**config.mk**
```make
export PLATFORM = sky130hd
export DESIGN_NAME = dbr_cfg
export DESIGN_NICKNAME = d
export VERILOG_FILES = /design/src/design/dbr_pkg.sv /design/src/design/dbr_cfg.sv
export SDC_FILE = /design/constraint.sdc
export NUM_CORES = 1
export LEC_CHECK = 0
export BUFFER_PORTS_ARGS = -buffer_cell sky130_fd_sc_hd__buf_4
export CORE_AREA = 3 3 40 42
export DETAILED_ROUTE_END_ITERATION = 12
export DIE_AREA = 0 0 43 45
export GPL_ROUTABILITY_DRIVEN = 0
export PLACE_DENSITY = 0.82
export REMOVE_ABC_BUFFERS = 1
export SLEW_MARGIN = 40
export SYNTH_ARGS = -nofsm -noshare
export SYNTH_HDL_FRONTEND = slang
export SYNTH_SLANG_ARGS = --single-unit
```
**constraint.sdc**
```tcl
create_clock -name aclk -period 1.4 [get_ports aclk]
set_clock_uncertainty 0.1 [all_clocks]
set_input_delay 0.21 -clock aclk [delete_from_list [all_inputs] [get_ports aclk]]
set_output_delay 0.21 -clock aclk [all_outputs]
set_load 0.03 [all_outputs]
```
**src/design/dbr_pkg.sv**
```systemverilog
// ============================================================================
// dbr_pkg
// shared sizes, opcodes, register indexes and control structs of the
// dense bias relu layer
// ============================================================================
package dbr_pkg;

    // layer geometry
    localparam int IN_FEATURES  = 32;
    localparam int OUT_FEATURES = 16;
    localparam int ACC_WIDTH    = 40;

    localparam int WEIGHT_DEPTH = IN_FEATURES * OUT_FEATURES;
    localparam int WA_W = (WEIGHT_DEPTH > 1) ? $clog2(WEIGHT_DEPTH) : 1;
    localparam int OC_W = (OUT_FEATURES > 1) ? $clog2(OUT_FEATURES) : 1;
    localparam int FC_W = (IN_FEATURES > 1) ? $clog2(IN_FEATURES) : 1;

    // port field widths
    localparam int OP_W       = 2;
    localparam int IDX_W      = 9;
    localparam int WGT_W      = 8;
    localparam int BIAS_W     = 32;
    localparam int FEAT_W     = 8;
    localparam int PROD_W     = WGT_W + FEAT_W;
    localparam int RES_W      = 8;
    localparam int CHAN_W     = 4;
    localparam int SHIFT_W    = 5;
    localparam int CFG_IDX_W  = 3;
    localparam int CFG_DATA_W = 32;

    // request opcodes
    localparam logic [OP_W-1:0] OP_WEIGHT  = 2'd0;
    localparam logic [OP_W-1:0] OP_BIAS    = 2'd1;
    localparam logic [OP_W-1:0] OP_FEATURE = 2'd2;

    // configuration register indexes
    localparam logic [CFG_IDX_W-1:0] REG_SHIFT    = 3'd0;
    localparam logic [CFG_IDX_W-1:0] REG_RELU     = 3'd1;
    localparam logic [CFG_IDX_W-1:0] REG_BIAS_EN  = 3'd2;
    localparam logic [CFG_IDX_W-1:0] REG_ROUND    = 3'd3;
    localparam logic [CFG_IDX_W-1:0] REG_SATURATE = 3'd4;

    typedef struct packed {
        logic [SHIFT_W-1:0] shift_amount;
        logic               relu_enable;
        logic               bias_enable;
        logic               round_mode;
        logic               saturate_enable;
    } dbr_cfg_t;

    // store writes from the request channel
    typedef struct packed {
        logic                     mem_we;
        logic [WA_W-1:0]          mem_addr;
        logic signed [WGT_W-1:0]  mem_data;
        logic                     bias_we;
        logic [OC_W-1:0]          bias_addr;
        logic signed [BIAS_W-1:0] bias_data;
    } dbr_store_wr_t;

    // one multiply-accumulate issue
    typedef struct packed {
        logic            rd_en;
        logic [WA_W-1:0] rd_addr;
        logic [OC_W-1:0] chan;
        logic            seed;
    } dbr_mac_cmd_t;

    // one result to narrow and emit
    typedef struct packed {
        logic            load;
        logic [OC_W-1:0] chan;
        logic            last;
    } dbr_emit_t;

    function automatic logic signed [ACC_WIDTH-1:0] bias_to_acc(
        input logic signed [BIAS_W-1:0] b
    );
        logic signed [63:0] t;
        t = 64'(b);
        return t[ACC_WIDTH-1:0];
    endfunction

    function automatic logic signed [ACC_WIDTH-1:0] prod_to_acc(
        input logic signed [PROD_W-1:0] p
    );
        logic signed [63:0] t;
        t = 64'(p);
        return t[ACC_WIDTH-1:0];
    endfunction

endpackage

```
**src/design/dbr_cfg.sv**
```systemverilog
// ============================================================================
// dbr_cfg
// configuration register file, written through its own valid/ready channel
// ============================================================================
module dbr_cfg
    import dbr_pkg::*;
(
    input  logic                  aclk,
    input  logic                  aresetn,
    input  logic                  cfg_valid,
    output logic                  cfg_ready,
    input  logic [CFG_IDX_W-1:0]  cfg_index,
    input  logic [CFG_DATA_W-1:0] cfg_data,
    output dbr_cfg_t              cfg
);

    dbr_cfg_t cfg_reg;
    dbr_cfg_t cfg_next;

    assign cfg_ready = 1'b1;
    assign cfg       = cfg_reg;

    always_comb begin
        cfg_next = cfg_reg;
        if (cfg_valid) begin
            case (cfg_index)
                REG_SHIFT:    cfg_next.shift_amount    = cfg_data[SHIFT_W-1:0];
                REG_RELU:     cfg_next.relu_enable     = cfg_data[0];
                REG_BIAS_EN:  cfg_next.bias_enable     = cfg_data[0];
                REG_ROUND:    cfg_next.round_mode      = cfg_data[0];
                REG_SATURATE: cfg_next.saturate_enable = cfg_data[0];
                default:      cfg_next = cfg_reg;
            endcase
        end
    end

    always_ff @(posedge aclk) begin
        if (!aresetn) begin
            cfg_reg.shift_amount    <= '0;
            cfg_reg.relu_enable     <= 1'b1;
            cfg_reg.bias_enable     <= 1'b1;
            cfg_reg.round_mode      <= 1'b0;
            cfg_reg.saturate_enable <= 1'b1;
        end else begin
            cfg_reg <= cfg_next;
        end
    end

endmodule

```
======== Yosys cells after proc, flatten, opt, wreduce, memory -nomap -nowiden ========
Cells that the tools add are included.
storage, ports and cells
  bits in registers ....................... 9
  input port bits ......................... 38
  output and inout bits ................... 10
  logic and storage cells ................. 15
operators by class
  eq/ne operators ......................... 4
  reduce and logical (&&, ||, !) cells .... 6
operators by type and width
  operator            count
  $reduce_and 2->1    5
  $eq 3x2->1 const B  2
  $eq 3x1->1 const B  1
  $eq 3x3->1 const B  1
  $logic_not 3->1     1

======== Depth between registers and ports, before layout ========
Gate-level depths: netlist (run 1).
  depth in word-level cells ............... 2
  gate-level depth with buffers ........... 3
  gate-level depth less buffers ........... 2

======== Least setup slack after synthesis (run 1) ========
No wires, ideal clock.
  path kind ............................... input -> register
  start ................................... input cfg_index[0]
  end ..................................... register cfg_reg, in the netlist cfg[4]
  library setup time ...................... 0.072 ns
  data arrival time ....................... 0.849 ns
  required time ........................... 1.228 ns
  slack ................................... 0.380 ns
  stages on the path ...................... 2
  buffers on the path ..................... 0
  cells stage by stage .................... nor4b_4 -> mux2i_1
on the way
  word-level cells in the longest chain between the ends .. 2
ends and longest elaborated chain
  what                               line           RTL
  from (decl)                        dbr_cfg.sv:12  input logic [CFG_IDX_W-1:0] cfg_index,
  $logic_not 3->1                    dbr_cfg.sv:26  case (cfg_index)
  $reduce_and 2->1 (no source line)  n/a
  to (signal assigned)               dbr_cfg.sv:45  cfg_reg <= cfg_next;
  to (decl)                          dbr_cfg.sv:17  dbr_cfg_t cfg_reg;
No other way between the ends.
A chain may end at the register's enable or synchronous reset.

======== Final worst setup path (run 1) ========
  start ................................... register cfg_reg, in the netlist cfg[3]
  end ..................................... output cfg[3] (netlist name)
RTL lines
  what       line           RTL
  to (decl)  dbr_cfg.sv:14  output dbr_cfg_t cfg
No word-level cell between the ends.

==> results of run 1 <==
[final timing paths]
check	cells after the start	from	slack (ns)	to
setup reg to reg	2	cfg[3]$_SDFFE_PN1P_	0.69	cfg[3]$_SDFFE_PN1P_
hold / removal	3	cfg_data[1]	0.11	cfg[5]$_SDFFE_PN0P_
hold reg to reg	2	cfg[5]$_SDFFE_PN0P_	0.36	cfg[5]$_SDFFE_PN0P_
setup / recovery	1	cfg[3]$_SDFFE_PN1P_	0.34	cfg[3]
[through the flow]
step                      cell area (um^2)  utilization  worst slack [ns]  total power, uW
final                                  603        0.469             0.336              548
after CTS                              603        0.469             0.328              558
after floorplan                        408            -             0.380              307
after detailed placement               577        0.449             0.242              355
after global routing                   603        0.469             0.287              577
after global placement                 577        0.449             0.265              352
[cells in the mapped netlist]
| library cell | count | area share |
|---|---|---|
| buf_4 | 1 | 0.018 |
| mux2i_1 | 9 | 0.21 |
| nand4b_1 | 1 | 0.021 |
| and4bb_1 | 2 | 0.060 |
| nor2b_1 | 4 | 0.060 |
| nor4b_4 | 1 | 0.057 |
| nor4bb_1 | 1 | 0.024 |
| dfxtp_1 | 9 | 0.43 |
| conb_1 | 1 | 0.0089 |
| clkbuf_1 | 1 | 0.0089 |
| nand2_1 | 11 | 0.099 |
[metal layers]
| layer | vias up | track usage |
|---|---|---|
| met5 | - | 0 |
| met4 | 0 | 0.0181 |
| met3 | 0 | 0.0637 |
| met2 | 14 | 0.165 |
| met1 | 164 | 0.102 |
| li1 | 184 | - |
[power groups by stage]
stage	clock, uW	combinational (uW)	sequential (uW)
floorplan	0	25.2	281
global placement	0	81.5	270
detailed placement	0	84.2	270
CTS	209	84.3	264
global route	223	89.5	265
finish	201	83.4	264
[cell families after synthesis]
logic type | synth area share
other | 0.00895
buffers and inverters | 0.0269
muxes | 0.215
DFF | 0.430
and+or+nand+nor | 0.319
[worst min-delay path, delay by kind of cell]
kind	cells	cell delay, ns
buffers and inverters	1	0.11
multiplexers	1	0.05
AND/OR/NAND/NOR	1	0.04
[area by class of cell]
type | count | area, um^2 | area share
Multi-Input combinational cell | 30 | 228 | 0.378
Sequential cell | 9 | 180 | 0.299
Timing Repair Buffer | 20 | 150 | 0.249
Clock buffer | 4 | 26.3 | 0.0436
Tap cell | 15 | 18.8 | 0.0311
==> key figures, run 1 <==
Routing
  • DRT Wirelength: 900 um
  • 1st-iter DRT viols: 2
  • Max layer used: met3
  • Detail Route met2 WL: 432 um
  • WL met3: a little under 70 um
  • First-pass DRT Iterations: 3
  • Vias per cell: approximately 4.6
  • Avg WL per Cell: 11.5 um
  • M1 WL: around 400 um
  • DRC Markers: 0
  • Routed Antenna Nets: 0
  • Vias: 362

Power
  • Clock power share: 0.366
  • PwrDens: between 900 and 1000 nW/um^2
  • Sw Ratio: 0.249
  • Logic gate share of total power: 0.152
  • Internal: 412 uW
  • Peak VDD IR: roughly 0.00068 V
  • Lkg Pwr: 0.000262 uW
  • Seq pwr share: 0.482
  • P_sw: 136 uW

Timing
  • Final-report hold violation count: 0
  • Tcrit/Tclk final: 0.760
  • Fin Setup TNS: 0 ns
  • RSZ-0062 raised after global routing: false
  • Count of final max-slew check failures: 0
  • # setup viols final: 0
  • Final min period: 1.06 ns
  • Hold WS: 0.111 ns
  • Max frequency: ~940 MHz

Clock tree
  • Hold buffer count at CTS: 0
  • CTS tree: yes
  • Worst-Skew Late Latency: between 0.2 and 0.3 ns
  • Setup Fix Bufs, Post-CTS: 0
  • Clock buffer depth: 2
  • Clock root cell: clkbuf_4
  • CTS clock-pin slew for the worst setup and hold paths: 0.07 ns
  • H-tree Lvls: 1
  • Clk sinks: 9
  • CTS Buf Count: 3
  • Post-CTS Resized: 0

Finish
  • Number of flip-flops in the largest register: 9
  • Most common cell after layout, fill and taps aside: buf_4
  • Diode count: 0
  • Commonest non-fill, non-tap cells in the layout: buf_4, nand2_1, mux2i_1, dfxtp_1, nor2b_1
  • Layout cells sized above 1: 0.381
  • Fin nets: ~100
  • Final Non-Filler Cells: roughly 80
  • Area growth from synthesis to layout: 43.9%
  • Fillers: 129

Worst setup path
  • Startpoint types: flip-flop
  • Crit-path cells: buf_4
  • WP data arrival: 0.75 ns
  • Top delay family on crit path: flip-flops
  • Crit end category: primary output
  • Worst path bufs/invs: 1
  • Slowest stage delay, CP: 0.33 ns
  • Slowest-stage cell, CP: dfxtp_1
  • Required time of the critical path: roughly 1.1 ns
  • CP Max Fanout: 2
  • CP Class: reg2out

GRT
  • First-pass GRT wire length: 1.32 mm
  • Vias in the first global route: roughly 320
  • Antenna violations before repair: 0
  • Overflow after GRT: 0
  • Largest net degree at the start of global routing: 16
  • Gr usage total: 0.0968

Synth
  • Register area share after synthesis: 0.430
  • Syn_area_per_cell: between 10 and 15 um^2
  • Mapped Cells: 41
  • FF+latch count, synth: 9
  • Distinct cell type count after synthesis: 11
  • Synthesized area: 419 um^2
  • Yosys warning total: 0

Die
  • Die X: 43 um
  • Io pins: 48
  • Starting Density: 0.326
  • Die height: about 45 um
  • Die area: 1940 um^2
  • Row count: 13
  • Core area: roughly 1300 um^2

Hold path
  • HP Class: in2reg

Outcome
  • Status: complete, no violations

Placed design
  • Hpwl dp: 707 um
  • Placed cell count: 74
  • Port bufs: 19

Job
  • MaxCap Viol Count: 0
Power figures use the tool's default switching activity.
==> run 2: changes to the inputs <==
- CORE_AREA: 3 3 40 42 -> unset
- CORE_MARGIN: unset -> 3
- CORE_UTILIZATION: unset -> 28
- DIE_AREA: 0 0 43 45 -> unset
- PLACE_DENSITY: 0.82 -> 0.78
- clock period: 1.4 -> 0.9 ns (I/O delays scaled with it)
==> key figures, run 2 (synthesized netlist as in run 1, its figures left out) <==
Outcome
  • Status: finished, violations left
  • Failing checks: setup timing

Routing
  • 1st-iter DRT viols: 6
  • DRT Wirelength: 879 um
  • First-pass DRT Iterations: 2
  • Vias: 369
  • DRC Markers: 0
  • Avg WL per Cell: about 11 um
  • Vias per cell: ~4.6
  • Routed Antenna Nets: 0

Power
  • Seq pwr share: 0.486
  • Logic gate share of total power: 0.164
  • Internal: 653 uW
  • Sw Ratio: 0.235
  • Clock power share: 0.350
  • PwrDens: about 1300 nW/um^2
  • Peak VDD IR: around 0.00062 V
  • Lkg Pwr: 0.000283 uW
  • P_sw: 201 uW

Finish
  • Register area: 191 um^2
  • Area growth from synthesis to layout: 58.2%
  • Commonest non-fill, non-tap cells in the layout: buf_4, nand2_1, mux2i_1, dfxtp_2, buf_6
  • Final Util: 0.491
  • Fin nets: about 100
  • Diode count: 0
  • Layout cells sized above 1: 0.538
  • Most common cell after layout, fill and taps aside: buf_4
  • Multi-input gate area: roughly 230 um^2
  • Post-route cell area: 663 um^2
  • Fillers: 143
  • Number of flip-flops in the largest register: 9

Die
  • Die X: around 45 um
  • Starting Density: 0.310
  • Core area: 1350 um^2
  • Die height: 44.7 um
  • Die area: roughly 2000 um^2
  • Row count: 13
  • Io pins: 48

Worst setup path
  • Slowest-stage cell, CP: dfxtp_2
  • Top delay family on crit path: flip-flops
  • Slowest stage delay, CP: approximately 0.34 ns
  • CP Class: reg2out
  • Crit-path cells: buf_6
  • Reg-to-Reg End: cfg[3]$_SDFFE_PN1P_
  • Worst path bufs/invs: 1
  • Crit end category: primary output
  • R2r startpoint: cfg[3]$_SDFFE_PN1P_
  • Levels on crit path: 1
  • WP data arrival: 0.72 ns
  • Startpoint types: flip-flop
  • FF-to-FF path depth: 2
  • Worst R2R Setup Slack: 0.19 ns
  • CP Max Fanout: 2
  • Required time of the critical path: 0.66 ns

GRT
  • Vias in the first global route: 369
  • Busiest grt layer: met2
  • Largest net degree at the start of global routing: 9
  • Gr usage total: 0.107
  • Antenna violations before repair: 0
  • GR Layer Usage met3: 0.0558
  • M1 GR Usage: 0.134
  • Overflow after GRT: 0
  • First-pass GRT wire length: 1.47 mm
  • Grt met2 use: 0.138

Clock tree
  • H-tree Lvls: 1
  • CTS Buf Count: 3
  • Clk sinks: 9
  • Worst-Skew Late Latency: ~0.25 ns
  • Clock root cell: clkbuf_4
  • Clock buffer depth: 2
  • CTS tree: yes
  • Hold buffer count at CTS: 0
  • CTS clock-pin slew for the worst setup and hold paths: 0.06 ns

Timing
  • Tcrit/Tclk final: 1.06
  • Final-report hold violation count: 0
  • # setup viols final: 9
  • Final min period: approximately 0.96 ns
  • RSZ-0062 raised after global routing: true
  • Count of final max-slew check failures: 0
  • Final worst setup slack: -0.0561 ns
  • Fin Setup TNS: -0.437 ns
  • Max frequency: 1050 MHz

Hold path
  • Hold path cells: 3
  • HP Class: in2reg
  • Hold_sp: cfg_data[2]
  • Worst hold endpoint: cfg[6]$_SDFFE_PN0P_

Placed design
  • Placed Instance Area: 592 um^2
  • Hpwl dp: 676 um
  • Port bufs: 19

Job
  • MaxCap Viol Count: 0
==> run 2: changes by cell type in the layout (fill, tap and decap cells not counted) <==
cell / change
buf_4: -7
dfxtp_2: +9
buf_6: +9
dfxtp_1: -9
==> run 2: per-layer routing <==
| metal | part of all wire | wire (um) | vias up |
|---|---|---|---|
| li1 | - | - | 187 |
| met1 | 0.45 | 397 | 159 |
| met2 | 0.40 | 352 | 20 |
| met3 | 0.11 | 101 | 3 |
| met4 | 0.031 | 27 | 0 |
| met5 | 0 | 0 | - |
==> run 2: metrics by stage <==
stage	hold slack [ns]	setup WS (ns)	cells	power [uW]
floorplan	0.177	-0.0454	39	477
global placement	0.296	-0.153	76	553
detailed placement	0.311	-0.191	76	555
CTS	0.0221	-0.0701	80	870
global route	0.0209	-0.0926	80	898
finish	0.0309	-0.0561	80	854
==> run 2: power by group through the flow <==
stage                     clock network, uW  logic (uW)  registers [uW]
final                                   299         140             415
after global routing                    331         150             416
after CTS                               314         141             415
after detailed placement                  0         135             420
after global placement                    0         132             421
after floorplan                           0        39.3             438
==> run 2: worst max-delay path by stage <==
stage,start,to,slack (ns)
finish,cfg[8]$_SDFFE_PN0P_,cfg[8],-0.06
global route,cfg[3]$_SDFFE_PN1P_,cfg[3],-0.09
CTS,cfg[3]$_SDFFE_PN1P_,cfg[3],-0.07
detailed placement,cfg_index[0],cfg[5]$_SDFFE_PN0P_,-0.19
global placement,cfg_index[0],cfg[6]$_SDFFE_PN0P_,-0.15
floorplan,cfg_index[0],cfg[4]$_SDFFE_PN0P_,-0.05
==> run 2: final cells by class <==
class,instances,area share
sequential,9,0.289
multi-input combinational,30,0.343
tap,15,0.0283
timing repair buffer,22,0.300
clock buffer,4,0.0396
==> run 2: repair_timing <==
action / in CTS / in global routing
endpoints found under the setup margin: 9 / 9
setup buffers: 0 / 0
resized for setup: 18 / 0
==> run 3: changes to the inputs <==
--- a/config.mk
+++ b/config.mk
@@ -7,3 +7,3 @@
 export LEC_CHECK = 0
-export BUFFER_PORTS_ARGS = -buffer_cell sky130_fd_sc_hd__buf_4
+export BUFFER_PORTS_ARGS = -buffer_cell sky130_fd_sc_hd__buf_2
 export CORE_MARGIN = 3
--- a/constraint.sdc
+++ b/constraint.sdc
@@ -4,2 +4,2 @@
 set_output_delay 0.135 -clock aclk [all_outputs]
-set_load 0.03 [all_outputs]
+set_load 0.005 [all_outputs]
==> key figures, run 3 (synthesized netlist as in run 1, its figures left out) <==
Power
  • Internal: about 640 uW
  • Peak VDD IR: 0.000587 V
  • P_sw: between 150 and 200 uW
  • PwrDens: around 1400 nW/um^2
  • Pwr Total: 822 uW
  • Clock power share: 0.373
  • Seq pwr share: 0.503
  • Sw Ratio: 0.227
  • Lkg Pwr: 0.000269 uW
  • Logic gate share of total power: 0.124

Outcome
  • Status: finished, violations left
  • Failing checks: setup timing

Timing
  • Final worst setup slack: -0.0257 ns
  • Tcrit/Tclk final: 1.03
  • Max frequency: 1080 MHz
  • Count of final max-slew check failures: 0
  • Hold WS: 0.0187 ns
  • RSZ-0062 raised after global routing: true
  • Final-report hold violation count: 0
  • Final min period: ~0.93 ns
  • # setup viols final: 9

Worst setup path
  • Crit end category: primary output
  • Crit path to: cfg[8]
  • Levels on crit path: 1
  • Slowest-stage cell, CP: dfxtp_2
  • Worst Setup SP: cfg[8]$_SDFFE_PN0P_
  • Crit-path cells: buf_2
  • Worst path bufs/invs: 1
  • Reg-to-Reg End: cfg[2]$_SDFFE_PN1P_
  • Slowest stage delay, CP: 0.32 ns
  • R2r startpoint: cfg[2]$_SDFFE_PN1P_
  • Worst R2R Setup Slack: 0.18 ns
  • FF-to-FF path depth: 2
  • Top delay family on crit path: flip-flops
  • Startpoint types: flip-flop
  • CP Max Fanout: 2
  • WP data arrival: 0.69 ns
  • CP Class: reg2out
  • Required time of the critical path: 0.66 ns

Routing
  • Vias: 373
  • First-pass DRT Iterations: 1
  • DRT Wirelength: 933 um
  • Vias per cell: 4.60
  • DRC Markers: 0
  • Avg WL per Cell: 11.5 um
  • 1st-iter DRT viols: 0
  • Routed Antenna Nets: 0

Placed design
  • Hpwl dp: 683 um
  • Placed Instance Area: 552 um^2
  • Port bufs: 19

Die
  • Die height: roughly 45 um
  • Die area: roughly 2000 um^2
  • Io pins: 48
  • Row count: 13
  • Starting Density: 0.310
  • Die X: 44.7 um
  • Core area: 1350 um^2

Clock tree
  • Worst-Skew Late Latency: ~0.26 ns
  • H-tree Lvls: 1
  • Setup Fix Bufs, Post-CTS: 0
  • CTS Buf Count: 3
  • Clock buffer depth: 2
  • Clock root cell: clkbuf_4
  • CTS tree: yes
  • CTS clock-pin slew for the worst setup and hold paths: around 0.060 ns
  • Clk sinks: 9

GRT
  • Antenna violations before repair: 0
  • Largest net degree at the start of global routing: 10
  • Overflow after GRT: 0
  • Gr usage total: 0.112
  • Vias in the first global route: 352
  • First-pass GRT wire length: 1.56 mm

Finish
  • Final Util: 0.446
  • Layout cells sized above 1: 0.545
  • Post-route cell area: 602 um^2
  • Number of flip-flops in the largest register: 9
  • Fillers: 145
  • Most common cell after layout, fill and taps aside: buf_2
  • Area growth from synthesis to layout: 43.6%
  • Diode count: 0
  • Commonest non-fill, non-tap cells in the layout: buf_2, nand2_1, mux2i_1, dfxtp_2
  • Fin nets: 105

Job
  • MaxCap Viol Count: 0

Hold path
  • Hold_sp: cfg_data[2]
  • HP Class: in2reg
run 3: changes by cell type in the layout (fill, tap and decap cells not counted):
cell,delta
buf_6,-7
buf_4,-9
buf_2,+17
run 3: through the flow:
stage	setup TNS, ns	setup slack [ns]	instances
floorplan	-0.227	-0.0454	39
global placement	-1.07	-0.156	77
detailed placement	-1.21	-0.178	77
CTS	-0.313	-0.0404	81
global route	-0.574	-0.0783	81
finish	-0.200	-0.0257	81
run 3: layout make-up:
cell class                 count  area (um^2)  area share
tap                           15         18.8      0.0312
clock buffer                   4         26.3      0.0437
sequential                     9          191       0.318
timing repair buffer          23          138       0.229
multi-input combinational     30          228       0.378
run 3: power groups by stage:
stage | logic (uW) | clock network, uW | registers (uW)
CTS | 102 | 320 | 413
detailed placement | 100 | 0 | 420
global placement | 97.4 | 0 | 420
floorplan | 34.8 | 0 | 421
global route | 114 | 359 | 414
finish | 102 | 306 | 413
run 3: worst min-delay path by stage:
stage	endpoint	slack, ns	depth (start not counted)
after detailed placement	cfg[5]$_SDFFE_PN0P_	0.30	3
after CTS	cfg[5]$_SDFFE_PN0P_	0.007	3
after floorplan	cfg[5]$_SDFFE_PN0P_	0.18	2
after global routing	cfg[6]$_SDFFE_PN0P_	0.002	3
final	cfg[6]$_SDFFE_PN0P_	0.02	3
after global placement	cfg[7]$_SDFFE_PN0P_	0.29	3
run 3: what timing repair did:
item,CTS,global route
hold buffers,0,0
setup endpoints to repair,9,9
gates resized for setup,10,1
run 3: routing by layer:
metal / vias up / GRT usage / part of all wire
li1: 190 / - / -
met1: 166 / 0.151 / 0.51
met2: 17 / 0.135 / 0.41
met3: 0 / 0.0478 / 0.077
met4: 0 / 0.0904 / 0
met5: - / 0 / 0
