**config.mk**
```make
export PLATFORM = sky130hd
export DESIGN_NAME = dbr_seq
export DESIGN_NICKNAME = d
export VERILOG_FILES = /design/src/design/dbr_pkg.sv /design/src/design/dbr_seq.sv
export SDC_FILE = /design/constraint.sdc
export NUM_CORES = 1
export LEC_CHECK = 0
export BUFFER_PORTS_ARGS = -buffer_cell sky130_fd_sc_hd__buf_2
export CORE_MARGIN = 2
export CORE_UTILIZATION = 40
export CTS_CLUSTER_SIZE = 12
export DETAILED_ROUTE_END_ITERATION = 8
export GPL_TIMING_DRIVEN = 0
export PLACE_DENSITY_LB_ADDON = 0.05
export SLEW_MARGIN = 30
export SYNTH_ARGS = -nofsm -noshare
export SYNTH_HDL_FRONTEND = slang
export SYNTH_SLANG_ARGS = --single-unit
```
**constraint.sdc**
```tcl
create_clock -name aclk -period 2.3 [get_ports aclk]
set_clock_uncertainty 0.05 [all_clocks]
set_input_delay 0.69 -clock aclk [delete_from_list [all_inputs] [get_ports aclk]]
set_output_delay 0.69 -clock aclk [all_outputs]
set_load 0.02 [all_outputs]
```
**src/design/dbr_pkg.sv**
```systemverilog
// ============================================================================
// dbr_pkg
// shared sizes, opcodes, register indexes and control structs of the
// dense bias relu layer
// ============================================================================
package dbr_pkg;

    // layer geometry
    localparam int IN_FEATURES  = 32;
    localparam int OUT_FEATURES = 16;
    localparam int ACC_WIDTH    = 40;

    localparam int WEIGHT_DEPTH = IN_FEATURES * OUT_FEATURES;
    localparam int WA_W = (WEIGHT_DEPTH > 1) ? $clog2(WEIGHT_DEPTH) : 1;
    localparam int OC_W = (OUT_FEATURES > 1) ? $clog2(OUT_FEATURES) : 1;
    localparam int FC_W = (IN_FEATURES > 1) ? $clog2(IN_FEATURES) : 1;

    // port field widths
    localparam int OP_W       = 2;
    localparam int IDX_W      = 9;
    localparam int WGT_W      = 8;
    localparam int BIAS_W     = 32;
    localparam int FEAT_W     = 8;
    localparam int PROD_W     = WGT_W + FEAT_W;
    localparam int RES_W      = 8;
    localparam int CHAN_W     = 4;
    localparam int SHIFT_W    = 5;
    localparam int CFG_IDX_W  = 3;
    localparam int CFG_DATA_W = 32;

    // request opcodes
    localparam logic [OP_W-1:0] OP_WEIGHT  = 2'd0;
    localparam logic [OP_W-1:0] OP_BIAS    = 2'd1;
    localparam logic [OP_W-1:0] OP_FEATURE = 2'd2;

    // configuration register indexes
    localparam logic [CFG_IDX_W-1:0] REG_SHIFT    = 3'd0;
    localparam logic [CFG_IDX_W-1:0] REG_RELU     = 3'd1;
    localparam logic [CFG_IDX_W-1:0] REG_BIAS_EN  = 3'd2;
    localparam logic [CFG_IDX_W-1:0] REG_ROUND    = 3'd3;
    localparam logic [CFG_IDX_W-1:0] REG_SATURATE = 3'd4;

    typedef struct packed {
        logic [SHIFT_W-1:0] shift_amount;
        logic               relu_enable;
        logic               bias_enable;
        logic               round_mode;
        logic               saturate_enable;
    } dbr_cfg_t;

    // store writes from the request channel
    typedef struct packed {
        logic                     mem_we;
        logic [WA_W-1:0]          mem_addr;
        logic signed [WGT_W-1:0]  mem_data;
        logic                     bias_we;
        logic [OC_W-1:0]          bias_addr;
        logic signed [BIAS_W-1:0] bias_data;
    } dbr_store_wr_t;

    // one multiply-accumulate issue
    typedef struct packed {
        logic            rd_en;
        logic [WA_W-1:0] rd_addr;
        logic [OC_W-1:0] chan;
        logic            seed;
    } dbr_mac_cmd_t;

    // one result to narrow and emit
    typedef struct packed {
        logic            load;
        logic [OC_W-1:0] chan;
        logic            last;
    } dbr_emit_t;

    function automatic logic signed [ACC_WIDTH-1:0] bias_to_acc(
        input logic signed [BIAS_W-1:0] b
    );
        logic signed [63:0] t;
        t = 64'(b);
        return t[ACC_WIDTH-1:0];
    endfunction

    function automatic logic signed [ACC_WIDTH-1:0] prod_to_acc(
        input logic signed [PROD_W-1:0] p
    );
        logic signed [63:0] t;
        t = 64'(p);
        return t[ACC_WIDTH-1:0];
    endfunction

endpackage

```
**src/design/dbr_seq.sv**
```systemverilog
// ============================================================================
// dbr_seq
// request decode and sequencer: issues one multiply-accumulate per cycle
// per feature and steps the result readout at the end of a row
// ============================================================================
module dbr_seq
    import dbr_pkg::*;
(
    input  logic                     aclk,
    input  logic                     aresetn,
    input  logic                     s_valid,
    output logic                     s_ready,
    input  logic [OP_W-1:0]          s_op,
    input  logic [IDX_W-1:0]         s_store_index,
    input  logic signed [WGT_W-1:0]  s_weight_value,
    input  logic signed [BIAS_W-1:0] s_bias_value,
    input  logic signed [FEAT_W-1:0] s_feature_value,
    input  logic                     slot_free,
    output dbr_store_wr_t            store_wr,
    output dbr_mac_cmd_t             mac_cmd,
    output logic signed [FEAT_W-1:0] feature,
    output dbr_emit_t                emit
);

    typedef enum logic [1:0] {
        S_IDLE,
        S_MAC,
        S_DRAIN,
        S_EMIT
    } state_t;

    localparam logic [OC_W-1:0] OC_LAST = OC_W'(OUT_FEATURES - 1);
    localparam logic [FC_W-1:0] FC_LAST = FC_W'(IN_FEATURES - 1);

    state_t                  state_reg, state_next;
    logic [OC_W-1:0]         o_reg, o_next;
    logic [OC_W-1:0]         e_reg, e_next;
    logic [FC_W-1:0]         fc_reg, fc_next;
    logic [WA_W-1:0]         addr_reg, addr_next;
    logic signed [FEAT_W-1:0] feature_reg, feature_next;

    logic accept;
    logic end_feature;

    assign s_ready = (state_reg == S_IDLE);
    assign accept  = s_valid && s_ready;
    assign feature = feature_reg;

    always_comb begin
        store_wr.mem_we    = accept && (s_op == OP_WEIGHT)
                             && (32'(s_store_index) < WEIGHT_DEPTH);
        store_wr.mem_addr  = WA_W'(s_store_index);
        store_wr.mem_data  = s_weight_value;
        store_wr.bias_we   = accept && (s_op == OP_BIAS)
                             && (32'(s_store_index) < OUT_FEATURES);
        store_wr.bias_addr = OC_W'(s_store_index);
        store_wr.bias_data = s_bias_value;
    end

    always_comb begin
        state_next   = state_reg;
        o_next       = o_reg;
        e_next       = e_reg;
        fc_next      = fc_reg;
        addr_next    = addr_reg;
        feature_next = feature_reg;
        end_feature  = 1'b0;

        mac_cmd.rd_en   = 1'b0;
        mac_cmd.rd_addr = addr_reg;
        mac_cmd.chan    = (state_reg == S_MAC) ? o_reg : '0;
        mac_cmd.seed    = (fc_reg == '0);

        emit.load = 1'b0;
        emit.chan = e_reg;
        emit.last = (e_reg == OC_LAST);

        case (state_reg)
            S_IDLE: begin
                if (accept && (s_op == OP_FEATURE)) begin
                    mac_cmd.rd_en = 1'b1;
                    feature_next  = s_feature_value;
                    addr_next     = addr_reg + WA_W'(1);
                    if (OUT_FEATURES == 1) begin
                        end_feature = 1'b1;
                    end else begin
                        state_next = S_MAC;
                        o_next     = OC_W'(1);
                    end
                end
            end
            S_MAC: begin
                mac_cmd.rd_en = 1'b1;
                addr_next     = addr_reg + WA_W'(1);
                o_next        = o_reg + OC_W'(1);
                if (o_reg == OC_LAST) begin
                    end_feature = 1'b1;
                end
            end
            S_DRAIN: begin
                state_next = S_EMIT;
                e_next     = '0;
            end
            S_EMIT: begin
                if (slot_free) begin
                    emit.load = 1'b1;
                    if (e_reg == OC_LAST) begin
                        state_next = S_IDLE;
                    end else begin
                        e_next = e_reg + OC_W'(1);
                    end
                end
            end
            default: begin
                state_next = S_IDLE;
            end
        endcase

        // row bookkeeping once the last channel of a feature is issued
        if (end_feature) begin
            if (fc_reg == FC_LAST) begin
                fc_next    = '0;
                addr_next  = '0;
                state_next = S_DRAIN;
            end else begin
                fc_next    = fc_reg + FC_W'(1);
                state_next = S_IDLE;
            end
        end
    end

    always_ff @(posedge aclk) begin
        if (!aresetn) begin
            state_reg <= S_IDLE;
            o_reg     <= '0;
            e_reg     <= '0;
            fc_reg    <= '0;
            addr_reg  <= '0;
        end else begin
            state_reg <= state_next;
            o_reg     <= o_next;
            e_reg     <= e_next;
            fc_reg    <= fc_next;
            addr_reg  <= addr_next;
        end
        feature_reg <= feature_next;
    end

    a_fc_range: assert property (@(posedge aclk) disable iff (!aresetn)
        fc_reg <= FC_LAST)
        else $error("feature count beyond row length");

    a_addr_track: assert property (@(posedge aclk) disable iff (!aresetn)
        mac_cmd.rd_en |->
            32'(addr_reg) == 32'(fc_reg) * OUT_FEATURES + 32'(mac_cmd.chan))
        else $error("weight read address out of step with feature and channel");

    a_emit_row_reset: assert property (@(posedge aclk) disable iff (!aresetn)
        (state_reg == S_EMIT) |-> (fc_reg == '0) && (addr_reg == '0))
        else $error("readout with row counters not rewound");

endmodule
```
## Word-level counts from Yosys, hierarchy flattened

Cells that the tools add are included.

| word-level totals | value |
|---|---|
| register bits | 32 |
| bits in latches | 0 |
| RAM bits | 0 |
| bits in read-only memories | 0 |
| input port bits | 63 |
| word-level logic and storage cells | 63 |
| memories kept | 0 |

| cells by class | value |
|---|---|
| add/subtract/negate cells | 4 |
| multipliers | 0 |
| div/mod/pow operators | 0 |
| order comparisons | 1 |
| equal/unequal tests | 14 |
| shift-type cells | 0 |
| mux-type cells | 23 |
| bitwise logic cells | 0 |
| reduce and logical (&&, ||, !) cells | 15 |

Operator list:

| cell | count |
|---|---|
| 2-to-1 mux 9 bit | 3 |
| case mux 9 bit (2 select lines) | 1 |
| 2-to-1 mux 4 bit | 4 |
| case mux 4 bit (2 select lines) | 2 |
| 2-to-1 mux 2 bit | 5 |
| adder 9 x 1 -> 9 bit (second input constant) | 1 |
| < comparator 9 x 5 -> 1 bit (second input constant) | 1 |
| adder 4 x 1 -> 4 bit (second input constant) | 2 |
| == test 4 bit (second input constant) | 2 |
| == test 2 bit (second input constant) | 3 |
| != test 3 bit (second input constant) | 2 |
| case mux 2 bit (3 select lines) | 1 |
| adder 5 x 1 -> 5 bit (second input constant) | 1 |
| == test 5 bit (second input constant) | 1 |
| logical AND 1 bit | 5 |
| logical NOT 5 bit | 1 |
| 2-to-1 mux 1 bit | 5 |
| 2-to-1 mux 5 bit | 1 |
| == test 2 x 1 -> 1 bit (second input constant) | 2 |
| logical NOT 2 bit | 2 |
| != test 2 bit (second input constant) | 2 |
| AND reduction 2 bit | 2 |
| AND reduction 4 bit | 1 |
| nonzero test 2 bit | 2 |
| 5 further kinds | 5 |

## Logic depth before layout (Yosys ltp)

Gate-level depths: netlist (run 1).

| depth | value |
|---|---|
| word-level depth | 7 |
| depth in mapped cells | 6 |
| mapped depth without buffers | 6 |

## Worst setup path before layout (run 1)

No wires, ideal clock.

| path | value |
|---|---|
| kind | register -> output |
| from | register state_reg[1] |
| to | output port store_wr[36] (netlist name) |
| data arrival time | 1.495 ns |
| required time | 1.560 ns |
| setup slack | 0.065 ns |
| cell stages (with the launch flop) | 5 |
| buffers on the path | 1 |
| cell sequence | dfxtp_1 clkbuf_1 nor2_1 nand2_1 nor3_1 |

RTL lines:

| item | line | source |
|---|---|---|
| start: declaration | dbr_seq.sv:35 | `state_t state_reg, state_next;` |
| start signal: assignment | dbr_seq.sv:140 | `state_reg <= state_next;` |
| end: declaration | dbr_seq.sv:19 | `output dbr_store_wr_t store_wr,` |

==> metrics.md, run 1 <==
| Metric | Value |
|---|---|
| Leading post-synthesis cells by cell area | `dfxtp_1 25%, buf_4 21%, edfxtp_1 13%, ha_1 4.0%, a21oi_1 3.4%` |
| Maximum fanout count along the critical path | `6` |
| Syn Inst Count | `208` |
| Nature of the critical path endpoint | `output port` |
| Clock buffer count from CTS | `5` |
| Number of clock sinks seen by CTS | `32` |
| CTS HTree Levels | `2` |
| Master cell of the clock root buffer | `clkbuf_8` |
| Detailed-route wire length | `4350 um` |
| Detailed Route Iter0 Violations | `35` |
| Number of antenna violations at the first check in global routing | `0` |
| Net count after synthesis | `277` |
| Finish-stage setup viols | `0` |
| Remaining global-route overflow | `0` |
| Global placer's final weighted congestion | `0.740` |
| Clock edge transition at the registers on the reported setup and hold paths | `0.06 ns` |
| Share of the yosys chip area belonging to registers | `38.2%` |
| Average footprint of a synthesized cell | `9.08 um2` |
| LEAKAGE | `1.29 nW` |
| Number of port buffers | `103` |
| Worst min path class | `reg2reg` |
| Final design utilization | `58.0%` |
| Pre-antenna DRT Iters | `4` |
| Unrepaired setup endpoints after global routing | `false` |
| Total vias in the final route | `1775` |
| Layout Area Growth over Synthesis | `36.6%` |
| Vias in the first global route | `1554` |
| Top_reg_cell synth | `dfxtp_1` |
| Critical path data arrival time | `1.50 ns` |
| DPL Wire Length | `3530 um` |
| Worst slew margin relative to its limit | `59.3%` |
| Drt wl/cell | `11.7 um` |
| Boundary pin count | `148` |
| Placeable core region | `4440 um2` |
| Worst hold margin | `0.444 ns` |
| Setup slack after layout | `0.0636 ns` |
| Maximum root-to-sink buffer count | `2` |
| Time the worst path needs with I/O delays and setup | `2.24 ns` |
| Clock insertion delay at the later pin of the skew report | `0.28 ns` |
| Number of antenna repair diodes | `0` |
| Count of flip-flops with a built-in enable after synthesis | `8` |
| Number of distinct library cells after synthesis | `41` |
| Setup TNS after final layout | `0 ns` |
| Starting density of the core | `42.5%` |
| Outcome | `completed` |
| Row Count | `24` |
| Most frequent cells after synthesis | `54 x buf_4, 24 x dfxtp_1, 13 x a21oi_1, 13 x nand2_1, 11 x nor2_1` |
| Remaining routing DRC violations | `0` |
| VDD IR-drop max | `0.000170 V` |
| Area of the die | `5290 um2` |
| Number of flip-flops in the largest register | `9` |
| Crit Path Class | `in2out` |
| Synthesis warning total | `0` |
| CTS tree | `built` |
| Worst slew pin tran | `0.608 ns` |
| Max-slew violations | `0` |
| Vias per std cell | `4.77` |
| Share of post-route cells with drive strength above 1 | `54.4%` |
| GRT Resource Usage Total | `15.6%` |
| # nets final | `388` |
| Chip height | `72.7 um` |
| Data required time at the worst endpoint | `1.56 ns` |
| Post-placement setup slack | `-0.0484 ns` |
| Area leader, netlist | `dfxtp_1` |
| Most frequent cell after synthesis | `buf_4` |
| Share of synthesized flip-flops with an asynchronous set or reset | `0%` |
| Maximum number of pins on one net before global-route repair | `11` |
| Final-report hold violation count | `0` |
| Synth top area share | `25.4%` |
| Number of nets with antenna violations after detailed routing | `0` |
| Maximum operating frequency | `447 MHz` |
| PwrDens | `491 nW/um2` |
| Portion of the clock cycle consumed by the worst path in the final layout | `97.2%` |
| CP startpoint kind | `primary input` |
| Maxcap violations | `0` |
| Global-route wire length before repair | `6560 um` |
| Register bit count reported by yosys | `32` |
| Synth Cell Area | `1890 um2` |
| Width of the die | `72.7 um` |
-- layout make-up --
class / instances / area, um2
Fill cell: 410 / 1870
Multi-Input combinational cell: 112 / 736
Inverter: 7 / 26.3
Tap cell: 52 / 65.1
Buffer: 57 / 422
Clock inverter: 1 / 5.00
Timing Repair Buffer: 104 / 528
Clock buffer: 7 / 76.3
Sequential cell: 32 / 721
-- cell usage in the layout, fill, tap and decap left out, types with 2 or more instances in the layout --
cell type,n
a21oi_1,13
a31oi_1,3
and2_1,3
and3_1,4
buf_2,102
buf_4,57
clkbuf_1,3
clkbuf_8,5
dfxtp_1,24
edfxtp_1,8
ha_1,6
inv_1,7
mux2i_1,2
nand2_1,13
nand3_1,7
nand4_1,2
nor2_1,11
nor3_1,6
o2111ai_1,2
o211ai_1,2
o21ai_0,8
or3_1,2
or4_1,4
xnor2_1,2
xor2_1,4
-- metal layers --
metal  track usage (%)  routed length, um  vias to the layer above
met5                 0                  0                        -
met4              3.50                 46                        0
met3              5.66                452                        6
met2              28.7               2150                       96
met1              17.1               1710                      780
li1                  -                  -                      893
-- metrics by stage --
stage | instances | power [mW] | cell area [um2]
6_report | 372 | 1.27 | 2580
5_1_grt | 372 | 1.33 | 2580
4_1_cts | 372 | 1.28 | 2570
3_5_place_dp | 363 | 0.873 | 2470
3_3_place_gp | 363 | 0.871 | 2470
2_1_floorplan | 208 | 0.790 | 1890
-- critical path, cell delays in order --
cell	delay, ns
buf_2	0.12
and4bb_4	0.36
nor2_4	0.05
inv_1	0.11
buf_4	0.16
-- what timing repair did --
| action | CTS | global route |
|---|---|---|
| setup buffers | 1 | 0 |
| hold buffers | 0 | 0 |
| pin swaps | 1 | 1 |
| endpoints found under the hold margin | 0 | 0 |
| endpoints found under the setup margin | 4 | 6 |
| resized for setup | 2 | 7 |
-- cell families after synthesis --
logic type      count (synthesis)  share of synthesized area, %
xor+xnor                        6                          2.78
compound gates                 31                          9.54
flops                          32                          38.2
fa+ha+maj                       6                          3.98
simple gates                   67                          21.0
mux                             2                          1.06
buf+inv                        64                          23.5
-- final timing paths --
| kind | start | to | slack, ns | depth (start not counted) |
|---|---|---|---|---|
| hold / removal | addr_reg[8] | addr_reg[8] | 0.44 | 2 |
| setup / recovery | s_op[0] | mac_cmd[14] | 0.06 | 5 |
| setup reg to reg | fc_reg[0] | fc_reg[3] | 0.47 | 5 |
| hold reg to reg | addr_reg[8] | addr_reg[8] | 0.44 | 2 |
-- power by group --
| part | switching (mW) | internal [mW] |
|---|---|---|
| Combinational | 0.145 | 0.124 |
| Clock | 0.191 | 0.212 |
| Sequential | 0.00719 | 0.587 |
Power figures use the tool's default switching activity.
==> run 2, diff against run 1 <==
Settings changed: CORE_MARGIN 2 to 5, PLACE_DENSITY from default to 0.81, PLACE_DENSITY_LB_ADDON 0.05 to default.
==> run 2 against run 1 <==
  * Sequential power about the same
  * Wire length increased by 11%
  * Core utilization is 1.8 points lower
  * Non-clock buffer count is the same
  * Highest routed layer unchanged
  * Die area is 17% higher
  * Combinational power rose by 1%
  * Setup slack gained 0.013 ns
  * Power grew 9.3%
  * Largest cell class unchanged
  * Via count increased by 2.4%
  * Cell area up 1.7%
  * Fmax grew 0.57%
  * Cell count increased by 0.54%
==> metrics.md, run 2 (synthesis gave the netlist of run 1 again) <==
| Metric | Value |
|---|---|
| Number of antenna violations at the first check in global routing | `0 (unchanged)` |
| Unrepaired setup endpoints after global routing | `false` |
| Setup TNS after final layout | `0 ns (unchanged)` |
| Remaining routing DRC violations | `0 (unchanged)` |
| CP startpoint kind | `primary input` |
| Most frequent cells in the layout | `102 x buf_2, 58 x buf_4, 24 x dfxtp_1` |
| VDD IR-drop max | `0.000232 V (+36%)` |
| Detailed Route Iter0 Violations | `121 (+250%)` |
| # nets final | `388 (unchanged)` |
| Maximum number of pins on one net before global-route repair | `11 (unchanged)` |
| Sequential cell fraction of total power | `42.9% (-4.0 points)` |
| CTS tree | `built` |
| GRT Resource Usage Total | `14.5% (-1.1 points)` |
| Number of clock sinks seen by CTS | `32 (unchanged)` |
| Layout Area Growth over Synthesis | `38.9%` |
| Master cell of the clock root buffer | `clkbuf_8` |
| Clock edge transition at the registers on the reported setup and hold paths | `0.07 ns (about the same)` |
| CTS HTree Levels | `2 (unchanged)` |
| Switching power share of the total | `25.8% (-1.3 points)` |
| Worst slew pin tran | `0.575 ns (-0.0333 ns)` |
| Maximum operating frequency | `450 MHz (+0.57%)` |
| Final-report hold violation count | `0 (unchanged)` |
| Finish-stage setup viols | `0 (unchanged)` |
| Total vias in the final route | `1817 (+2.4%)` |
| Global placer's final weighted congestion | `0.826 (+12%)` |
| Portion of the clock cycle consumed by the worst path in the final layout | `96.7% (-0.55 points)` |
| Clock insertion delay at the later pin of the skew report | `0.28 ns (about the same)` |
| Max-slew violations | `0 (unchanged)` |
| Part of the power in the clock network | `37.4% (+5.6 points)` |
| Commonest non-fill, non-tap cell in the layout | `buf_2` |
| Global-route wire length before repair | `7260 um (+11%)` |
| Number of port buffers | `103 (unchanged)` |
| Vias per std cell | `4.86 (+1.8%)` |
| Detailed-route wire length | `4820 um (+11%)` |
| Maximum fanout count along the critical path | `6 (unchanged)` |
| Nature of the critical path endpoint | `output port` |
| Final design utilization | `56.3% (-1.8 points)` |
| PwrDens | `528 nW/um2 (+7.5%)` |
| Starting density of the core | `40.5% (-2.0 points)` |
| Worst slew margin relative to its limit | `61.5% (+2.2 points)` |
| LEAKAGE | `1.31 nW (+0.99%)` |
| Pre-antenna DRT Iters | `4 (unchanged)` |
| DPL Wire Length | `3870 um (+9.5%)` |
| Setup slack after layout | `0.0763 ns (+0.0127 ns)` |
| Drt wl/cell | `12.9 um (+10%)` |
| Post-placement setup slack | `-0.0438 ns (+0.00464 ns)` |
| Cell area after placement | `2470 um2 (-0.10%)` |
| Remaining global-route overflow | `0 (unchanged)` |
| Maxcap violations | `0 (unchanged)` |
| Critical path data arrival time | `1.48 ns (-0.02 ns)` |
| Chip height | `78.7 um (+8.3%)` |
| Boundary pin count | `148 (unchanged)` |
| Number of nets with antenna violations after detailed routing | `0 (unchanged)` |
| Clock buffer count from CTS | `5 (unchanged)` |
| Share of post-route cells with drive strength above 1 | `55.3% (+0.94 points)` |
| Worst min path class | `reg2reg` |
| Width of the die | `78.7 um (+8.3%)` |
| Number of flip-flops in the largest register | `9 (unchanged)` |
| Number of antenna repair diodes | `0 (unchanged)` |
| Fraction of power consumed by combinational cells | `19.7% (-1.5 points)` |
| Row Count | `25 (+4.2%)` |
| Time the worst path needs with I/O delays and setup | `2.22 ns (-0.0127 ns)` |
| Switching power | `0.357 mW (+4.1%)` |
| Area of the die | `6190 um2 (+17%)` |
| Outcome | `completed` |
| Vias in the first global route | `1717 (+10%)` |
| Power Internal | `1.03 mW (+11%)` |
| Final instance area | `2620 um2 (+1.7%)` |
| Crit Path Class | `in2out` |
| Maximum root-to-sink buffer count | `2 (unchanged)` |
| Placeable core region | `4660 um2 (+4.9%)` |
| Data required time at the worst endpoint | `1.56 ns (about the same)` |
| Total power draw | `1.38 mW (+9.3%)` |
run 2: timing repair:
item / in CTS / in global routing
gates resized for setup: 2 / 12
setup endpoints to repair: 4 / 5
hold buffers: 0 / 0
buffers inserted: 1 / 0
pin swaps: 1 / 0
run 2: power groups by stage:
stage               Clock (mW)  Sequential (mW)  Combinational, mW
floorplan                    0            0.615              0.175
global placement             0            0.606              0.261
detailed placement           0            0.606              0.266
CTS                      0.525            0.594              0.270
global route             0.552            0.595              0.292
finish                   0.518            0.594              0.273
run 2: layout make-up:
class	count	area, um2
plain buffers	57	422
clock buffers	5	68.8
clock inverters	3	37.5
fillers	438	2040
inverters	7	26.3
multi-input cells	112	752
flip-flops and latches	32	721
well taps	54	67.6
repair buffers	104	528
run 2: per-stage QoR:
step	instances	hold slack, ns
after floorplan	208	0.416
after CTS	374	0.433
after global placement	365	0.408
final	374	0.443
after global routing	374	0.475
after detailed placement	365	0.422
run 2: critical path: stages:
cell      delay (ns)
buf_2           0.13
and4bb_4        0.39
nor2_4          0.05
inv_2           0.08
buf_4           0.14
run 2: worst paths after layout:
kind / end / cells after the start / start / slack (ns)
min: addr_reg[8] / 2 / addr_reg[8] / 0.44
max: mac_cmd[14] / 5 / s_op[0] / 0.08
max reg2reg: fc_reg[3] / 5 / fc_reg[0] / 0.40
min reg2reg: addr_reg[8] / 2 / addr_reg[8] / 0.44
run 2: layer usage:
metal  GRT usage, %  wire length, um  vias to the layer above
li1               -                -                      895
met1           15.5             1770                      795
met2           25.7             2390                      113
met3           5.10              549                       14
met4           6.12              109                        0
met5              0                0                        -
==> run 3, diff against run 2 <==
Settings changed: CELL_PAD_IN_SITES_DETAIL_PLACEMENT from default to 1, CELL_PAD_IN_SITES_GLOBAL_PLACEMENT from default to 1, CORE_UTILIZATION 40 to 27.
==> run 3 against run 2 <==
  * Critical path depth unchanged
  * Fmax is 0.96% lower
  * Combinational power about the same
  * Global-route usage shrank 2.7 points
  * Count of clock-buffer cells in the layout unchanged
  * Via count grew 1.7%
  * Setup slack worse by 0.022 ns
  * Cell area grew 0.95%
  * Largest power group unchanged
==> metrics.md, run 3 (synthesis gave the netlist of run 1 again) <==
| Metric | Value |
|---|---|
| Startpoint of the most critical hold path | `addr_reg[8]` |
| Detailed Route Iter0 Violations | `34 (-72%)` |
| Setup slack after layout | `0.0548 ns (-0.0215 ns)` |
| Time the worst path needs with I/O delays and setup | `2.25 ns (+0.0215 ns)` |
| Slowest-stage cell, CP | `and4bb_4` |
| Vias in the first global route | `1897 (+10%)` |
| PwrDens | `487 nW/um2 (-7.7%)` |
| Worst slew margin relative to its limit | `58.8% (-2.7 points)` |
| Hold Crit Endpoint | `addr_reg[8]` |
| Maxcap violations | `0 (unchanged)` |
| Detailed-route wire length | `5470 um (+13%)` |
| Number of buffers and inverters on the critical path | `3 (unchanged)` |
| Finish-stage setup viols | `0 (unchanged)` |
| Sequential cell area | `721 um2 (unchanged)` |
| Max-slew violations | `0 (unchanged)` |
| Remaining global-route overflow | `0 (unchanged)` |
| Worst slew pin tran | `0.615 ns (+0.0398 ns)` |
| Layout Area Growth over Synthesis | `40.2%` |
| Number of clock sinks seen by CTS | `32 (unchanged)` |
| Unrepaired setup endpoints after global routing | `false` |
| Crit Path Class | `in2out` |
| # nets final | `389 (+0.26%)` |
| Switching power share of the total | `28.8% (+3.0 points)` |
| Number of antenna violations at the first check in global routing | `0 (unchanged)` |
| Share of post-route cells with drive strength above 1 | `55.5% (+0.14 points)` |
| Number of nets with antenna violations after detailed routing | `0 (unchanged)` |
| Cell breakdown of the critical path | `buf_2 -> and4bb_4 -> nor2_4 -> inv_2 -> buf_6` |
| Number of flip-flops in the largest register | `9 (unchanged)` |
| Delay of the slowest critical-path stage | `0.37 ns (-0.02 ns)` |
| FF-to-FF End | `fc_reg[3]` |
| Part of the power in the clock network | `32.5% (-4.9 points)` |
| LEAKAGE | `1.30 nW (-0.34%)` |
| Reg2reg setup slack | `0.44 ns (+0.04 ns)` |
| R2R cell count | `5 (unchanged)` |
| Maximum operating frequency | `445 MHz (-0.96%)` |
| Data required time at the worst endpoint | `1.56 ns (about the same)` |
| Clock buffer count from CTS | `5 (unchanged)` |
| Area of the die | `8770 um2 (+42%)` |
| CP startpoint kind | `primary input` |
| Master cell of the clock root buffer | `clkbuf_8` |
| Number of antenna repair diodes | `0 (unchanged)` |
| Maximum number of pins on one net before global-route repair | `11 (unchanged)` |
| Pre-antenna DRT Iters | `4 (unchanged)` |
| Crit Reg-Reg Startpoint | `fc_reg[0]` |
| Power Internal | `0.919 mW (-11%)` |
| Final Non-Filler Cells | `417 (+11%)` |
| Width of the die | `93.6 um (+19%)` |
| Crit path max-delay family | `simple AND/OR/NAND/NOR gates` |
| CTS tree | `built` |
| Worst setup path startpoint | `s_op[0]` |
| Maximum root-to-sink buffer count | `2 (unchanged)` |
| Chip height | `93.6 um (+19%)` |
| Row Count | `30 (+20%)` |
| Fillcell total | `824 (+88%)` |
| VDD IR-drop max | `0.000187 V (-19%)` |
| Nature of the critical path endpoint | `output port` |
| Global placer's final weighted congestion | `0.783 (-5.3%)` |
| Met2 Resource Use GR | `22.1% (-3.6 points)` |
| Area used by multi-input combinational logic | `737 um2 (-2.0%)` |
| Number of port buffers | `103 (unchanged)` |
| Clock edge transition at the registers on the reported setup and hold paths | `0.06 ns (about the same)` |
| Commonest non-fill, non-tap cell in the layout | `buf_2` |
| Global-route wire length before repair | `8500 um (+17%)` |
| Post-placement cell count | `407 (+12%)` |
| Vias per std cell | `4.43 (-8.8%)` |
| Global-route met1 utilization | `12.3% (-3.2 points)` |
| Sequential cell fraction of total power | `46.0% (+3.1 points)` |
| Cts hold-fix bufs | `0 (unchanged)` |
| Most frequent cells in the layout | `102 x buf_2, 58 x buf_4, 24 x dfxtp_1` |
| Total vias in the final route | `1848 (+1.7%)` |
| Total stage count of the critical path | `5 (unchanged)` |
| Portion of the clock cycle consumed by the worst path in the final layout | `97.6% (+0.94 points)` |
| Final-report hold violation count | `0 (unchanged)` |
| Placeable core region | `6790 um2 (+46%)` |
| Post-placement setup slack | `-0.138 ns (-0.0941 ns)` |
| Remaining routing DRC violations | `0 (unchanged)` |
| Drt wl/cell | `13.1 um (+1.7%)` |
| GRT Resource Usage Total | `11.8% (-2.7 points)` |
| Clock insertion delay at the later pin of the skew report | `0.28 ns (about the same)` |
| DPL Wire Length | `4540 um (+17%)` |
| Boundary pin count | `148 (unchanged)` |
| Critical path data arrival time | `1.51 ns (+0.03 ns)` |
| Met3 track demand over resource in global routing | `4.75% (-0.36 points)` |
| Maximum fanout count along the critical path | `7 (+1)` |
| CTS HTree Levels | `2 (unchanged)` |
| Cell depth of the worst min-delay path | `2 (unchanged)` |
| Switching power | `0.371 mW (+4.0%)` |
| Busiest layer in global routing | `met2` |
| Fraction of power consumed by combinational cells | `21.4% (+1.7 points)` |
| Starting density of the core | `27.8% (-13 points)` |
| Worst min path class | `reg2reg` |
| Outcome | `completed` |
==> run 3: timing repair <==
action	CTS	global route
endpoints found under the setup margin	5	6
resized for setup	5	7
pin swaps	2	1
buffers inserted	0	2
==> run 3: how the worst max path moves through the flow <==
stage,endpoint
6_report,mac_cmd[14]
5_1_grt,mac_cmd[1]
4_1_cts,mac_cmd[14]
3_5_place_dp,mac_cmd[14]
3_3_place_gp,mac_cmd[14]
2_1_floorplan,store_wr[36]
==> run 3: final cells by class <==
| type | instances | share of cell area [%] |
|---|---|---|
| clock buffers | 5 | 2.60 |
| well taps | 96 | 4.54 |
| multi-input cells | 112 | 27.8 |
| plain buffers | 57 | 15.9 |
| repair buffers | 105 | 20.4 |
| inverters | 7 | 0.992 |
| clock inverters | 3 | 0.520 |
| flip-flops and latches | 32 | 27.2 |
==> run 3: per-stage QoR <==
stage	power [mW]	utilization [%]	cell area (um2)	setup TNS [ns]	hold slack, ns
2_1_floorplan	0.790	-	1890	0	0.416
3_3_place_gp	0.871	37.1	2520	-0.0889	0.415
3_5_place_dp	0.879	37.1	2520	-0.138	0.433
4_1_cts	1.30	38.5	2620	0	0.442
5_1_grt	1.35	39.0	2650	0	0.456
6_report	1.29	39.0	2650	0	0.437
==> run 3: worst reg2reg max path, stage by stage, from the launching register on <==
cell,delay (ns)
dfxtp_1,0.36
ha_1,0.25
and3_1,0.20
ha_1,0.26
or4_1,0.53
a21oi_1,0.15
==> run 3: metal layers <==
layer	routed length, um	share of wire (%)
met1	2130	39
met5	0	0
met4	48	0.88
met2	2700	49
met3	589	11
==> run 3: power by group through the flow <==
stage | logic, mW | registers (mW) | clock network [mW]
global route | 0.298 | 0.595 | 0.453
global placement | 0.265 | 0.606 | 0
detailed placement | 0.272 | 0.607 | 0
finish | 0.276 | 0.594 | 0.420
floorplan | 0.175 | 0.615 | 0
CTS | 0.275 | 0.595 | 0.435
